### src/rtl/tksm_pkg.sv
// ----------------------------------------------------------------------------
// tksm_pkg
// shared constants and types for the top-k sum multiset unit
// ----------------------------------------------------------------------------
package tksm_pkg;

    localparam int DEF_CAPACITY    = 64;
    localparam int DEF_VALUE_WIDTH = 32;
    localparam int IN_VALUE_W      = 32;
    localparam int SUM_W           = 64;
    localparam int K_W             = 7;
    localparam int COUNT_OUT_W     = 7;
    localparam int OP_W            = 2;
    localparam int STATUS_W        = 2;

    localparam logic [OP_W-1:0] OP_INSERT = 2'd0;
    localparam logic [OP_W-1:0] OP_REMOVE = 2'd1;
    localparam logic [OP_W-1:0] OP_QUERY  = 2'd2;

    localparam logic [STATUS_W-1:0] ST_OK      = 2'd0;
    localparam logic [STATUS_W-1:0] ST_FULL    = 2'd1;
    localparam logic [STATUS_W-1:0] ST_MISSING = 2'd2;
    localparam logic [STATUS_W-1:0] ST_KBIG    = 2'd3;

    typedef struct packed {
        logic ins;
        logic rem;
        logic rot;
    } cell_ctl_t;

endpackage

### src/rtl/tksm_cell.sv
// ----------------------------------------------------------------------------
// tksm_cell
// one slot of the sorted store: holds a value, shifts it for insert,
// remove and rotate
// ----------------------------------------------------------------------------
module tksm_cell #(
    parameter int VALUE_WIDTH = tksm_pkg::DEF_VALUE_WIDTH,
    parameter int CNT_W       = 7,
    parameter int INDEX       = 0
) (
    input  logic                          clk,
    input  tksm_pkg::cell_ctl_t           ctl,
    input  logic signed [VALUE_WIDTH-1:0] x,
    input  logic [CNT_W-1:0]              count,
    input  logic signed [VALUE_WIDTH-1:0] left_val,
    input  logic                          left_gt,
    input  logic signed [VALUE_WIDTH-1:0] right_val,
    output logic signed [VALUE_WIDTH-1:0] val,
    output logic                          gt,
    output logic                          eq
);
    import tksm_pkg::*;

    logic signed [VALUE_WIDTH-1:0] val_reg;
    logic signed [VALUE_WIDTH-1:0] val_next;
    logic                          valid;
    logic                          tail;

    assign valid = CNT_W'(INDEX) < count;
    assign tail  = CNT_W'(INDEX) == count;
    assign gt    = valid && (val_reg > x);
    assign eq    = valid && (val_reg == x);
    assign val   = val_reg;

    always_comb
    begin
        val_next = val_reg;
        if (ctl.rot)
        begin
            val_next = right_val;
        end
        else if (ctl.ins && (gt || tail))
        begin
            val_next = left_gt ? left_val : x;
        end
        else if (ctl.rem && (gt || eq))
        begin
            val_next = right_val;
        end
    end

    always_ff @(posedge clk)
    begin
        val_reg <= val_next;
    end

endmodule

### config.mk
export PLATFORM = sky130hd
export DESIGN_NAME = tksm_cell
export DESIGN_NICKNAME = d
export VERILOG_FILES = /design/src/rtl/tksm_pkg.sv /design/src/rtl/tksm_cell.sv
export SDC_FILE = /design/constraint.sdc
export NUM_CORES = 1
export LEC_CHECK = 0
export BUFFER_PORTS_ARGS = -buffer_cell sky130_fd_sc_hd__buf_2
export CAP_MARGIN = 20
export CORE_ASPECT_RATIO = 1.75
export CORE_MARGIN = 2
export CORE_UTILIZATION = 45
export CTS_CLUSTER_SIZE = 14
export DETAILED_ROUTE_END_ITERATION = 16
export PLACE_DENSITY = 0.89
export SETUP_SLACK_MARGIN = 0.15
export SYNTH_ARGS = -nofsm -noshare
export SYNTH_HDL_FRONTEND = slang
export SYNTH_SLANG_ARGS = --single-unit
### constraint.sdc
create_clock -name clk -period 5.6 [get_ports clk]
set_clock_uncertainty 0.2 [all_clocks]
set_input_delay 0.28 -clock clk [delete_from_list [all_inputs] [get_ports clk]]
set_output_delay 0.28 -clock clk [all_outputs]
set_load 0.01 [all_outputs]
==> impl_results.md <==
- Max Freq: 0.266 GHz
- First-pass DRT Iterations: 4
- Layout cell share with drive strength beyond 1: 37.7%
- Final hold violation count: 0
- Total of max-cap violations: 0
- Worst path required time: 5.43 ns
- Global route overflow: 0
- Cells resized by post-CTS repair: 0
- CTS Hold Bufs: 0
- Mean Syn Cell Area: 9.70 µm²
- Number of H-tree levels: 2
- Final setup vio count: 0
- Post-route core utilization: 62.1%
- Clk sinks: 32
- Worst setup EP type: flop
- P&R area growth vs syn: 33.4%
- Max layer used: met4
- Hpwl dp: 5390 µm
- Num rows: 36
- Postcts setup bufs: 0
- Starting density of the core: 46.5%
- Syn Inst Count: 268
- Final critical-path required period: 3.76 ns
- Port Buffers: 141
- Antenna violations before repair: 0
- Fin Setup TNS: 0 ns
- Setup CP Type: flop to flop
- Worst Path Max Fanout: 17
- Pleak: 1.73 nW
- Root Buffer: clkbuf_8
- First-pass GRT wire length: 10,600 µm
- Final period util: 67.2%
- Antenna fix cells: 0
- Syn Std Cell Area: 2600 µm²
- Cell variety after synth: 31
- Via count of the first global-routing pass: 2,591
- Initial DRC Count: 74
- DR vias/cell: 5.08
- Synthesized net count: 408
- Chip width: 61.4 µm
- Via count: 2,459
- Cts bufs inserted: 5
- DRC Markers: 0
- Worst-Margin Slew: 1.07 ns
- Final WL: 6590 µm
- Total GRT Usage: 21.2%
- HP Class: primary input to flop
- Max Slew Vio Count: 0
- Worst Path Arrival: 3.59 ns
- PD cells: 250 nW/µm²
- Startpoint types: flop
- Status: finished, final reports clean
- Final net count: 547
- Die Footprint: 6420 µm²
- Max-slew headroom: 28.8%
- CTS tree: done
- Met3 wire len: 363 µm
- Peak supply drop: 0.000197 V
- Routed Antenna Nets: 0
- Final Total Pwr: 0.000867 W
- Routed WL per cell: 13.6 µm
- Sequential area share after synthesis: 37.0%
- RSZ-0062 raised after global routing: false
- Max Root-Sink Buffers: 2
- CP max stage delay: 0.82 ns
- M1 WL: 2390 µm
- Core area: 5590 µm²
- Synth Register Bits: 32
- Warnings from Yosys: 0
- Clk Latency, worst-skew pair: 0.28 ns
- Cells along the critical path: ha_1 -> nand4_1 -> nor4_1 -> a21boi_0 -> o41ai_1 -> a211oi_4 -> buf_4 -> mux2_2
- Io pins: 142
- GPL Wtd Cong: 0.811
- Max FFs per register: 32
- Die height: 105 µm
- Clk pin slew, worst setup/hold paths: 0.07 ns
- Pin count of the biggest net entering global routing: 64
- Met2 routed wirelength: 3750 µm
- Slowest cell on the critical path: a211oi_4
## final timing paths
| kind | startpoint | endpoint | slack (ns) | cells after the start |
|---|---|---|---|---|
| worst max-delay path | val[11] | val[0] | 1.84 | 8 |
| worst min-delay path | right_val[30] | val[30] | 0.08 | 2 |
| worst max register to register | val[11] | val[0] | 1.84 | 8 |
| worst min register to register | val[20] | val[30] | 1.23 | 6 |
## final cells by class
class,count,area [µm²]
multi-input combinational,193,1470
inverter,33,124
fill,519,2120
timing repair buffer,142,713
tap,76,95.1
clock buffer,6,72.6
clock inverter,2,35.0
sequential,32,961
## power by group
| group | switching, W | internal (W) | total, W |
|---|---|---|---|
| Combinational | 0.000164 | 0.000136 | 0.000299 |
| Clock | 0.0000869 | 0.000132 | 0.000219 |
| Sequential | 0.0000242 | 0.000324 | 0.000348 |
## worst max-delay path: cells and delay by family, from the launching register on
| family | cells | cell delay, ns |
|---|---|---|
| multiplexers | 1 | 0.36 |
| AO/OA/AOI/OAI | 3 | 1.20 |
| flip-flops | 1 | 0.41 |
| AND/OR/NAND/NOR | 2 | 0.61 |
| adder cells (fa/ha/maj) | 1 | 0.33 |
| buffers and inverters | 1 | 0.39 |
## layout by cell type, fill, tap and decap left out, types with 2 or more instances in the layout
cell / instances
buf_2: 141
nand2_1: 38
o21ai_0: 35
inv_1: 33
ha_1: 32
edfxtp_1: 32
mux2_1: 31
a21oi_1: 14
nand4_1: 6
nor2_1: 5
clkbuf_8: 5
nand3_1: 4
a21o_1: 3
nor2b_1: 3
o211ai_1: 2
nor4_1: 2
nor3_1: 2
mux2_2: 2
## cells in the mapped netlist
cell type | n | area share [%]
clkbuf_1 | 7 | 1.0
ha_1 | 32 | 15
a2111oi_0 | 1 | 0.34
and4b_1 | 1 | 0.39
nand3_1 | 4 | 0.77
a211oi_1 | 1 | 0.29
nand2_1 | 38 | 5.5
a22o_1 | 1 | 0.34
mux2_2 | 2 | 0.87
inv_1 | 33 | 4.8
nor3_1 | 2 | 0.39
nor2b_1 | 3 | 0.72
nor4bb_1 | 1 | 0.39
edfxtp_1 | 32 | 37
and4_1 | 1 | 0.34
nand4_1 | 6 | 1.4
nor4_1 | 2 | 0.48
buf_6 | 3 | 1.3
a21oi_1 | 15 | 2.9
o211ai_1 | 2 | 0.58
o21ai_0 | 35 | 6.7
nor2_1 | 5 | 0.72
a221oi_1 | 1 | 0.34
a211oi_4 | 1 | 0.77
nor4_4 | 1 | 0.82
o41ai_1 | 1 | 0.34
mux2_1 | 31 | 13
or4_1 | 1 | 0.29
a21boi_0 | 1 | 0.29
nand2b_1 | 1 | 0.24
a21o_1 | 3 | 0.87
## through the flow
| step | setup slack (ns) | instances | hold slack, ns | area, µm² |
|---|---|---|---|---|
| after floorplan | 1.59 | 268 | 0.281 | 2600 |
| after global placement | 1.90 | 476 | 0.361 | 3360 |
| after detailed placement | 1.82 | 476 | 0.367 | 3360 |
| after CTS | 1.82 | 484 | 0.0666 | 3470 |
| after global routing | 1.52 | 484 | 0.0819 | 3470 |
| final | 1.84 | 484 | 0.0791 | 3470 |
## metal layers
layer,vias up,GRT usage [%]
li1,1245,-
met1,1120,20.5
met2,86,41.8
met3,8,3.34
met4,0,6.53
met5,-,0
## cells by family after synthesis
family | Yosys count | synth area share [%]
simple gates | 66 | 12.5
buf+inv | 43 | 7.08
mux | 33 | 14.3
fa+ha+maj | 32 | 15.4
flops | 32 | 37.0
compound gates | 62 | 13.8
(Power assumes the default switching activity.)
